[config.mk]
export PLATFORM = sky130hd
export DESIGN_NAME = fifo_replacement_key_cache
export DESIGN_NICKNAME = d
export VERILOG_FILES = /design/src/rtl/fkc_pkg.sv /design/src/rtl/fkc_ctrl.sv /design/src/rtl/fkc_dp.sv /design/src/rtl/fifo_replacement_key_cache.sv
export SDC_FILE = /design/constraint.sdc
export NUM_CORES = 2
export LEC_CHECK = 0
export BUFFER_PORTS_ARGS = -buffer_cell sky130_fd_sc_hd__buf_2
export CELL_PAD_IN_SITES_DETAIL_PLACEMENT = 0
export CELL_PAD_IN_SITES_GLOBAL_PLACEMENT = 2
export CORE_ASPECT_RATIO = 1.2
export CORE_UTILIZATION = 30
export DETAILED_ROUTE_END_ITERATION = 10
export MAX_ROUTING_LAYER = met4
export PLACE_DENSITY_LB_ADDON = 0.1
export SLEW_MARGIN = 20
export SYNTH_ARGS = -nofsm -noshare
export SYNTH_HDL_FRONTEND = slang
export SYNTH_SLANG_ARGS = --single-unit
[constraint.sdc]
create_clock -name aclk -period 20.4 [get_ports aclk]
set_clock_uncertainty 0.15 [all_clocks]
set_input_delay 3.06 -clock aclk [delete_from_list [all_inputs] [get_ports aclk]]
set_output_delay 3.06 -clock aclk [all_outputs]
set_load 0.03 [all_outputs]
[src/rtl/fkc_pkg.sv]
// Shared types and constants for the FIFO-replacement key cache.
// Used by the controller, the datapath and the top level; depends on nothing.
package fkc_pkg;

    localparam int CACHE_DEPTH = 16;
    localparam int IDX_W       = $clog2(CACHE_DEPTH);
    localparam int OCC_W       = $clog2(CACHE_DEPTH + 1);
    localparam int CAP_W       = 5;
    localparam int KEY_W       = 64;
    localparam int HANDLE_W    = 64;
    localparam int OP_W        = 2;
    localparam int S_TDATA_W   = KEY_W + HANDLE_W;
    localparam int M_FIELDS_W  = 1 + HANDLE_W + 1 + 1;
    localparam int M_TDATA_W   = ((M_FIELDS_W + 7) / 8) * 8;
    localparam logic [CAP_W-1:0] CAP_RESET = CAP_W'(CACHE_DEPTH);

    typedef enum logic [OP_W-1:0] {
        OP_LOOKUP = 2'd0,
        OP_INSERT = 2'd1,
        OP_DELETE = 2'd2,
        OP_NOP    = 2'd3
    } opcode_t;

    typedef enum logic [2:0] {
        ST_IDLE,
        ST_RESOLVE,
        ST_EVICT,
        ST_INSERT,
        ST_DONE
    } state_t;

    // Controller to datapath
    typedef struct packed {
        logic capture;   // latch the incoming transaction, clear result flags
        logic resolve;   // compare keys, record hit, drop on delete hit
        logic evict;     // drop the oldest entry
        logic insert;    // store the new entry as youngest
        logic publish;   // move the result into the output register
    } cmd_t;

    // Datapath to controller
    typedef struct packed {
        opcode_t op;
        logic    hit;
        logic    need_evict;
        logic    out_busy;
    } status_t;

endpackage

[src/rtl/fkc_ctrl.sv]
// Sequencing state machine for the key cache.
// Depends on fkc_pkg; drives commands into fkc_dp and reads its status.
module fkc_ctrl
    import fkc_pkg::*;
(
    input  logic    aclk,
    input  logic    aresetn,
    input  logic    s_tvalid,
    output logic    s_tready,
    input  status_t status,
    output cmd_t    cmd
);

    state_t state_reg, state_next;

    always_ff @(posedge aclk) begin
        if (!aresetn) begin
            state_reg <= ST_IDLE;
        end else begin
            state_reg <= state_next;
        end
    end

    always_comb begin
        state_next = state_reg;
        cmd        = '0;
        s_tready   = 1'b0;
        unique case (state_reg)
            ST_IDLE: begin
                s_tready = 1'b1;
                if (s_tvalid) begin
                    cmd.capture = 1'b1;
                    state_next  = ST_RESOLVE;
                end
            end
            ST_RESOLVE: begin
                cmd.resolve = 1'b1;
                if (status.op == OP_INSERT && !status.hit) begin
                    state_next = ST_EVICT;
                end else begin
                    state_next = ST_DONE;
                end
            end
            ST_EVICT: begin
                // drop one oldest entry per cycle until there is room
                if (status.need_evict) begin
                    cmd.evict = 1'b1;
                end else begin
                    state_next = ST_INSERT;
                end
            end
            ST_INSERT: begin
                cmd.insert = 1'b1;
                state_next = ST_DONE;
            end
            ST_DONE: begin
                if (!status.out_busy) begin
                    cmd.publish = 1'b1;
                    state_next  = ST_IDLE;
                end
            end
            default: begin
                state_next = ST_IDLE;
            end
        endcase
    end

endmodule

[src/rtl/fkc_dp.sv]
// Entry storage, parallel key compare, age-rank update and output register.
// Depends on fkc_pkg; steered by cmd_t from fkc_ctrl.
module fkc_dp
    import fkc_pkg::*;
(
    input  logic                   aclk,
    input  logic                   aresetn,
    input  cmd_t                   cmd,
    output status_t                status,
    input  logic [OP_W-1:0]        in_op,
    input  logic [S_TDATA_W-1:0]   in_data,
    input  logic                   cfg_wr_en,
    input  logic [CAP_W-1:0]       cfg_wr_data,
    output logic                   out_valid,
    input  logic                   out_ready,
    output logic [M_TDATA_W-1:0]   out_data
);

    // transaction registers
    opcode_t             op_reg;
    logic [KEY_W-1:0]    key_reg;
    logic [HANDLE_W-1:0] new_handle_reg;

    // entries
    logic [CACHE_DEPTH-1:0] valid_reg, valid_next;
    logic [KEY_W-1:0]       ekey_reg    [CACHE_DEPTH];
    logic [HANDLE_W-1:0]    ehandle_reg [CACHE_DEPTH];
    logic [IDX_W-1:0]       rank_reg    [CACHE_DEPTH];
    logic [IDX_W-1:0]       rank_next   [CACHE_DEPTH];
    logic [OCC_W-1:0]       occ_reg, occ_next;
    logic [CAP_W-1:0]       cap_reg;

    // result and output registers
    logic                  res_hit_reg, res_ins_reg, res_evc_reg;
    logic [HANDLE_W-1:0]   res_hout_reg;
    logic                  out_valid_reg;
    logic [M_TDATA_W-1:0]  out_data_reg;

    logic [CACHE_DEPTH-1:0] match, oldest, drop_mask;
    logic                   hit_any;
    logic [IDX_W-1:0]       hit_slot, free_slot, drop_rank;
    logic [HANDLE_W-1:0]    hit_handle;
    logic [CAP_W-1:0]       cap_eff;

    always_comb begin
        hit_slot   = '0;
        free_slot  = '0;
        hit_handle = '0;
        for (int i = CACHE_DEPTH - 1; i >= 0; i--) begin
            match[i]  = valid_reg[i] && (ekey_reg[i] == key_reg);
            oldest[i] = valid_reg[i] && (rank_reg[i] == '0);
            if (match[i]) begin
                hit_slot = IDX_W'(i);
            end
            if (!valid_reg[i]) begin
                free_slot = IDX_W'(i);
            end
        end
        for (int i = 0; i < CACHE_DEPTH; i++) begin
            if (match[i]) begin
                hit_handle = hit_handle | ehandle_reg[i];
            end
        end
        hit_any = |match;
    end

    // Clamp capacity into 1..CACHE_DEPTH
    always_comb begin
        priority if (cap_reg == '0) begin
            cap_eff = CAP_W'(1);
        end else if (cap_reg > CAP_W'(CACHE_DEPTH)) begin
            cap_eff = CAP_W'(CACHE_DEPTH);
        end else begin
            cap_eff = cap_reg;
        end
    end

    assign status.op         = op_reg;
    assign status.hit        = hit_any;
    assign status.need_evict = (CAP_W'(occ_reg) >= cap_eff);
    assign status.out_busy   = out_valid_reg && !out_ready;

    // Drop one entry (delete hit or oldest) and close the gap in the age order;
    // or place a new entry as the youngest.
    always_comb begin
        drop_mask = '0;
        drop_rank = '0;
        if (cmd.evict) begin
            drop_mask = oldest;
        end else if (cmd.resolve && op_reg == OP_DELETE) begin
            drop_mask = match;
            drop_rank = rank_reg[hit_slot];
        end
        valid_next = valid_reg & ~drop_mask;
        occ_next   = occ_reg;
        for (int i = 0; i < CACHE_DEPTH; i++) begin
            rank_next[i] = rank_reg[i];
            if (|drop_mask && valid_next[i] && rank_reg[i] > drop_rank) begin
                rank_next[i] = rank_reg[i] - IDX_W'(1);
            end
        end
        if (|drop_mask) begin
            occ_next = occ_reg - OCC_W'(1);
        end
        if (cmd.insert) begin
            valid_next[free_slot] = 1'b1;
            rank_next[free_slot]  = occ_reg[IDX_W-1:0];
            occ_next              = occ_reg + OCC_W'(1);
        end
    end

    always_ff @(posedge aclk) begin
        if (!aresetn) begin
            valid_reg     <= '0;
            occ_reg       <= '0;
            cap_reg       <= CAP_RESET;
            out_valid_reg <= 1'b0;
        end else begin
            valid_reg <= valid_next;
            occ_reg   <= occ_next;
            if (cfg_wr_en) begin
                cap_reg <= cfg_wr_data;
            end
            if (cmd.publish) begin
                out_valid_reg <= 1'b1;
            end else if (out_ready) begin
                out_valid_reg <= 1'b0;
            end
        end
    end

    always_ff @(posedge aclk) begin
        for (int i = 0; i < CACHE_DEPTH; i++) begin
            rank_reg[i] <= rank_next[i];
        end
        if (cmd.insert) begin
            ekey_reg[free_slot]    <= key_reg;
            ehandle_reg[free_slot] <= new_handle_reg;
        end
        if (cmd.capture) begin
            op_reg         <= opcode_t'(in_op);
            key_reg        <= in_data[KEY_W-1:0];
            new_handle_reg <= in_data[S_TDATA_W-1:KEY_W];
            res_hit_reg    <= 1'b0;
            res_hout_reg   <= '0;
            res_ins_reg    <= 1'b0;
            res_evc_reg    <= 1'b0;
        end
        if (cmd.resolve) begin
            res_hit_reg  <= hit_any && (op_reg != OP_NOP);
            res_hout_reg <= (op_reg == OP_LOOKUP && hit_any) ? hit_handle : '0;
        end
        if (cmd.evict) begin
            res_evc_reg <= 1'b1;
        end
        if (cmd.insert) begin
            res_ins_reg <= 1'b1;
        end
        if (cmd.publish) begin
            out_data_reg <= M_TDATA_W'({res_evc_reg, res_ins_reg, res_hout_reg, res_hit_reg});
        end
    end

    assign out_valid = out_valid_reg;
    assign out_data  = out_data_reg;

endmodule

[src/rtl/fifo_replacement_key_cache.sv]
// Sequence: accept, resolve, then load the result into the output register (m_tvalid);
//   a new insert first passes the evict state (oldest entries out) and the insert state.
// Flow: one transaction in flight; the next is accepted in the cycle after the
//   result is loaded. Loading waits while the output register stays full and m_tready
//   is low.
// Reset (aresetn low, synchronous): all entries invalid, occupancy 0, capacity 16,
//   output register empty.
module fifo_replacement_key_cache
    import fkc_pkg::*;
(
    input  logic                  aclk,
    input  logic                  aresetn,
    // input stream
    input  logic                  s_tvalid,
    output logic                  s_tready,
    input  logic [S_TDATA_W-1:0]  s_tdata,  // [63:0] slice_key, [127:64] slice_handle
    input  logic [OP_W-1:0]       s_tuser,  // [1:0] opcode
    // result stream
    output logic                  m_tvalid,
    input  logic                  m_tready,
    output logic [M_TDATA_W-1:0]  m_tdata,  // [0] hit, [64:1] handle_out, [65] inserted,
                                            // [66] evicted, [71:67] zero
    // capacity register
    input  logic                  cfg_wr_en,
    input  logic [CAP_W-1:0]      cfg_wr_data
);

    cmd_t    cmd;
    status_t status;

    // Sequencer: accept, resolve, evict loop, insert, hand off to output register
    fkc_ctrl u_ctrl (
        .aclk     (aclk),
        .aresetn  (aresetn),
        .s_tvalid (s_tvalid),
        .s_tready (s_tready),
        .status   (status),
        .cmd      (cmd)
    );

    // Entries, 16-way key compare, age ranks and the result register.
    // The output register decouples the result from the next transaction:
    // a new transaction is taken while the previous result still waits.
    fkc_dp u_dp (
        .aclk        (aclk),
        .aresetn     (aresetn),
        .cmd         (cmd),
        .status      (status),
        .in_op       (s_tuser),
        .in_data     (s_tdata),
        .cfg_wr_en   (cfg_wr_en),
        .cfg_wr_data (cfg_wr_data),
        .out_valid   (m_tvalid),
        .out_ready   (m_tready),
        .out_data    (m_tdata)
    );

endmodule

* Word level (Yosys, flattened, before mapping)
Memories as Yosys holds them, arrays and structs flattened.
Index checks and enable logic that the tools add are counted.
** Cells by class
- Multiply operators :: 0
- Reduce and logical (&&, ||, !) cells :: 98
- Add/subtract/negate cells :: 18
- Equal/unequal tests :: 26
- Bitwise logic cells :: 19
- Divide/modulo/power cells :: 0
- Mux-type cells :: 102
- Magnitude comparators :: 22
- Shift-type cells :: 0
** Operators with widths (count)
- 64-bit 2-to-1 mux :: 20
- 64-bit equality test :: 16
- 64-bit OR :: 15
- 4-bit 2-to-1 mux :: 51
- 1-bit logical AND :: 71
- 64-bit bitwise mux :: 1
- 4-bit > comparator :: 16
- 4-bit zero test :: 16
- 4-bit by 1-bit subtractor with 4-bit output, second input constant :: 16
- 16-bit 2-to-1 mux :: 3
- 16-bit OR reduction :: 2
- 5-bit 2-to-1 mux :: 4
- 16-bit bitwise AND :: 1
- 4-bit demux with 4-bit select :: 1
- 1-bit 2-to-1 mux :: 16
- 16-bit NOT :: 1
- 16-bit OR :: 1
- 3-bit one-hot mux with 5 select lines :: 1
- 3-bit 2-to-1 mux :: 4
- 2-bit != test, second input constant :: 4
- 3-bit by 2-bit equality test with 1-bit output, second input constant :: 2
- 2-bit nonzero test :: 3
- 5-bit by 1-bit adder with 5-bit output, second input constant :: 1
- 5-bit >= comparator :: 1
- other kinds (17) :: 18
** Word-level totals
- RAM bits :: 2112
- Bits in read-only memories :: 0
- Latch bits :: 0
- Flip-flop bits (word level) :: 294
- Memories kept :: 3
- Output and inout port bits :: 74
** Memories
- u_dp.ehandle_reg :: depth 16, width 64, rd ports 16, clocked after memory_dff 0, wr ports 1, RTL line fkc_dp.sv:27 : logic [HANDLE_W-1:0] ehandle_reg [CACHE_DEPTH];
- u_dp.ekey_reg :: depth 16, width 64, rd ports 16, clocked after memory_dff 0, wr ports 1, RTL line fkc_dp.sv:26 : logic [KEY_W-1:0] ekey_reg [CACHE_DEPTH];
- u_dp.rank_reg :: depth 16, width 4, rd ports 17, clocked after memory_dff 0, wr ports 16, RTL line fkc_dp.sv:28 : logic [IDX_W-1:0] rank_reg [CACHE_DEPTH];

* Depth between registers and ports, before layout
An unclocked memory read counts as a cell.
- Depth after elaboration :: 36
- Gate-level depth with buffers :: 27

* By module
A second synthesis with hierarchy kept.
** Second synthesis, totals
- Cell total of the unflattened synthesis :: 5745
- Area, all modules :: 95177.5 um2
** By module, submodules not included
- fkc_dp :: cells each 5724, sequential area each 71228.3 um2, area each 94989.9 um2, times used 1
- fkc_ctrl :: cells each 21, sequential area each 60.1 um2, area each 187.7 um2, times used 1

* Worst setup path before layout
Ideal clock, no wire load.
- Kind :: register to register
- From :: register u_dp.valid_reg[14]
- To :: memory u_dp.rank_reg[9][1] in the netlist's numbering
- Library setup time :: 0.124 ns
- Arrival time :: 8.139 ns
- Buffers on the path :: 0
- Path slack :: 11.987 ns
- Required time :: 20.126 ns
- Clock period less this slack :: 8.413 ns
- Stages on the path, launching flop included :: 14
- Cell sequence :: dfxtp_1 > nor2b_1 > o21ai_0 > a21boi_0 > o21ai_0 > a21boi_0 > o21ai_0 > nand2_1 > nand2_1 > a21boi_0 > nand2_1 > nor2_1 > inv_1 > mux2_2
** RTL lines
- start, declared :: RTL line fkc_dp.sv:25 : logic [CACHE_DEPTH-1:0] valid_reg, valid_next;
- start signal, assigned :: RTL line fkc_dp.sv:119 : valid_reg <= valid_next;
- end, declared :: RTL line fkc_dp.sv:28

==> results by stage <==
Run status:
- The flow ran to the end, and the final reports show no timing, DRC or antenna violations.

Clocking:
- The H-tree was split into 5 levels.
- After clock tree synthesis, the clock-pin slew on the worst setup and hold paths is 0.06 ns.
- The number of buffers added for setup after CTS is 0.
- Post-CTS repair changed the size of 0 cells.
- The number of sinks driven by the clock tree is 2,406.
- The number of buffers added to fix hold violations after cts is 0.
- The later-pin clock latency in the skew report is between 0.8 and 0.9 ns.
- TritonCTS built the clock tree.
- The number of buffers created by CTS is 279.
- No sink is reached through more buffers than the 4 on the longest clock path.
- The root buffer cell is clkbuf_16.

Route:
- The remaining antenna violation count after routing is 0.
- The number of DRC violations after detailed-routing iteration 0 is 4,587.
- The total length of routed wires is 350,300 um.
- After detailed routing, the number of remaining DRC violations is 0.
- The first-pass iteration count of the detailed router is 5.
- After detailed routing, the number of vias per cell comes to 5.098.
- The wire length per cell after detailed routing is 33.33 um.
- The total number of vias is 53.57k.

Floorplanning:
- The overall die area is 318,700 sq um.
- From left edge to right edge, the die measures roughly 520 um.
- The row count is about 230.
- In this run the count of I/O pins placed on the die edge is approximately 210.
- The height of the die is 618.2 um.
- The initial standard-cell utilization of the core is 30.24%.
- The core area is 313,900 sq um.

Placement:
- At the placement stage, the worst setup path has a slack of 11.74 ns.
- The wire-length estimate of the detail-placed layout is just over 200,000 um.
- At the end of routability-driven placement, the weighted congestion stood at 0.8191.
- In this run the tool buffered the top-level ports with 208 buffer cells.

Hold path:
- The worst hold path terminates at u_dp.out_data[4].
- The startpoint of the worst hold path is u_dp.res_hout_reg[3].
- The worst min-delay path category is reg -> reg.
- Counting instances, the worst hold path has a depth of 0.

Timing:
- Counting I/O delays and the setup requirement, the final critical path takes 8.580 ns.
- Setup repair after global routing left no endpoint under its margin.
- The actual transition at the worst max-transition pin is 1.152 ns.
- Setup total negative slack on the finished layout was measured at 0 ns.
- The number of setup violations in the final report is 0.
- In this run the tightest slew margin relative to its limit is 23.04%.
- Setup slack closes at 11.82 ns.
- The number of max-slew violations in the final report is 0.
- Derived from the worst setup path, the maximum achievable clock frequency is 0.1166 GHz.
- The number of endpoints with negative hold slack in the final report is 0.
- The portion of the clock cycle consumed by the worst path in the final layout is a little over two fifths.

Synthesis:
- The average cell area after synthesis is 16.72 sq um.
- The most frequent cell after synthesis is edfxtp_1.
- For this run, the leading register cell type out of synthesis is edfxtp_1.
- For this run, the number of Yosys warnings is 0.
- The distinct cell type count after synthesis is 86.
- The number of synthesized flops with an enable pin is approximately 2.3k.
- The area share of the largest cell type after synthesis is roughly three quarters.
- The synthesized cell area is about 95,000 sq um.
- The number of instances in the synthesized netlist is 5,677.
- Counting instances in the post-synthesis netlist gives the leading cell types as 2,310 x edfxtp_1, 428 x xor2_1, 427 x xnor2_1, 201 x a221oi_1, 182 x a22o_1.
- For this run, the register share of the synthesized area comes to 75.09%.
- By area the synthesized netlist is led by edfxtp_1 73%, xor2_1 3.9%, xnor2_1 3.9%.
- edfxtp_1 takes more of the synthesized area than any other cell.
- Counting flops with an async set or reset pin after synthesis yields a share of 0%.
- The flip-flop and latch count after synthesis is 2,406.

Worst setup path:
- The worst setup path is captured at a flip-flop.
- The category of the critical setup timing path is reg -> reg.
- The worst flop-to-flop path endpoint is u_dp.rank_reg[11][3].
- The register-to-register path setup slack is around 12 ns.
- The largest fanout on the critical path is 30.
- The reg-to-reg startpoint is u_dp.key_reg[41].
- At the worst endpoint, the arrival time is 9.14 ns.
- At the worst endpoint, the required time is 20.96 ns.
- The path depth of the worst reg2reg path is 24.
- The nature of the critical path startpoint is a flip-flop.

Finish:
- The final layout contains about 6.4k nets.
- The fill cell total of the finished layout is 29.86k.
- Of the cells placed in the final design, the portion with a size suffix greater than 1 is 13.85%.
- The synthesis-to-finish area growth is 16.38%.

Global route:
- The first global-routing pass estimated 476,300 um of wire.
- For this run the aggregate overflow at the end of global routing stands at 0.
- The global-route usage over all layers is 22.27%.
- Entering global routing, the biggest net connects 96 pins.
- The via count of the first global-routing pass is 54.79k.
- The number of antenna violations at the first check in global routing was 22.

Flow run:
- The number of maximum-capacitance violations is 0.

Power:
- Across the VDD grid, the largest voltage drop is 56.33 uV.
- In this run the static leakage power is 35.41 nW.
- Power spread over the standard cell area amounts to 97.88 nW/um^2.
final cells by class:
| class | instances | area [sq um] | area share, % |
|---|---|---|---|
| diodes | 7 | 17.52 | 0.01585 |
| well taps | 4199 | 5254 | 4.755 |
| clock buffers | 355 | 7595 | 6.874 |
| inverters | 163 | 694.4 | 0.6285 |
| clock inverters | 119 | 848.3 | 0.7678 |
| flip-flops and latches | 2406 | 71290 | 64.53 |
| multi-input cells | 2834 | 21990 | 19.90 |
| repair buffers | 426 | 2798 | 2.532 |
power by group:
group | switching [W] | internal (W) | leakage (nW) | total [W]
logic | 0.000348 | 0.000125 | 9.56 | 0.000473
clock network | 0.00205 | 0.00276 | 4.14 | 0.00481
registers | 0.0000538 | 0.00548 | 21.7 | 0.00553
total | 0.00245 | 0.00836 | 35.4 | 0.0108
per-layer routing:
| layer | wire [um] | share of wire [%] | global-route usage [%] |
|---|---|---|---|
| met3 | 12200 | 3.5 | 2.313 |
| met1 | 154500 | 44 | 28.62 |
| met5 | 0 | 0 | - |
| met2 | 177300 | 51 | 38.13 |
| met4 | 6366 | 1.8 | 4.191 |
metrics by stage:
stage	power, W	instances	util, %	instance area, sq um	hold WS (ns)
final	0.01081	10510	35.20	110500	0.2665
after global routing	0.01113	10510	35.20	110500	0.2779
after CTS	0.01095	10500	35.19	110500	0.2682
after detailed placement	0.006123	10030	32.50	102000	0.2545
after global placement	0.006124	10030	32.49	102000	0.2539
after floorplan	0.005853	5681	-	94950	0.2503
worst max-delay path by stage:
| stage | to | depth (start not counted) | start | slack [ns] |
|---|---|---|---|---|
| final | u_dp.rank_reg[11][3] | 24 | u_dp.key_reg[41] | 11.82 |
| after floorplan | u_dp.rank_reg[9][1] | 13 | u_dp.valid_reg[14] | 11.99 |
| after global placement | u_dp.rank_reg[0][1] | 25 | u_dp.key_reg[59] | 11.78 |
| after CTS | u_dp.rank_reg[11][3] | 24 | u_dp.key_reg[41] | 11.69 |
| after detailed placement | u_dp.rank_reg[11][3] | 24 | u_dp.key_reg[41] | 11.74 |
| after global routing | u_dp.rank_reg[3][1] | 24 | u_dp.key_reg[41] | 11.38 |
cells by family (layout without fill, tap and decap cells):
logic type | after synthesis | after routing | share of synthesized area, %
simple gates | 835 | 835 | 5.004
flops | 2406 | 2406 | 75.09
fa+ha+maj | 105 | 105 | 1.392
other cells | 1 | 12 | 0.003950
compound gates | 975 | 975 | 7.999
buf+inv | 441 | 1063 | 1.962
xor+xnor | 855 | 855 | 7.888
mux | 59 | 59 | 0.6603
worst max-delay path, stage by stage (launching register included):
cell	delay [ns]
edfxtp_1	0.83
buf_4	0.62
xnor2_1	0.20
nand4_1	0.12
nor4_1	0.43
nand3_1	0.38
nor4_4	0.37
buf_4	0.54
inv_1	0.19
a2111oi_4	0.56
a21o_1	0.89
mux2i_1	0.32
a211o_1	0.19
a211oi_1	0.06
a211oi_2	0.75
buf_4	0.36
ha_1	0.17
o21ai_0	0.10
nand2b_1	0.09
a21oi_1	0.06
a41o_1	0.21
inv_1	0.06
nand3_1	0.16
or3_1	0.38
a31oi_1	0.20
placed cells by master, fill, tap and decap left out, types with 12 or more instances in the layout:
master / n
a2111oi_0: 12
a21boi_0: 13
a21oi_1: 65
a221oi_1: 201
a222oi_1: 19
a22o_1: 182
a22oi_1: 152
a31oi_1: 68
a41o_1: 14
and3_1: 36
buf_2: 208
buf_4: 209
clkbuf_1: 59
clkbuf_16: 293
clkinv_1: 63
clkinv_2: 37
dfxtp_1: 93
edfxtp_1: 2310
ha_1: 104
inv_1: 142
mux2_2: 21
mux2i_1: 36
nand2_1: 114
nand2b_1: 71
nand3_1: 90
nand4_1: 141
nor2_1: 62
nor2b_1: 57
nor3_1: 38
nor4_1: 139
o2111ai_1: 17
o21ai_0: 69
o22ai_1: 51
o2bb2ai_1: 34
or3_1: 13
or4_1: 16
xnor2_1: 427
xor2_1: 428
Power figures use the tool's default switching activity.
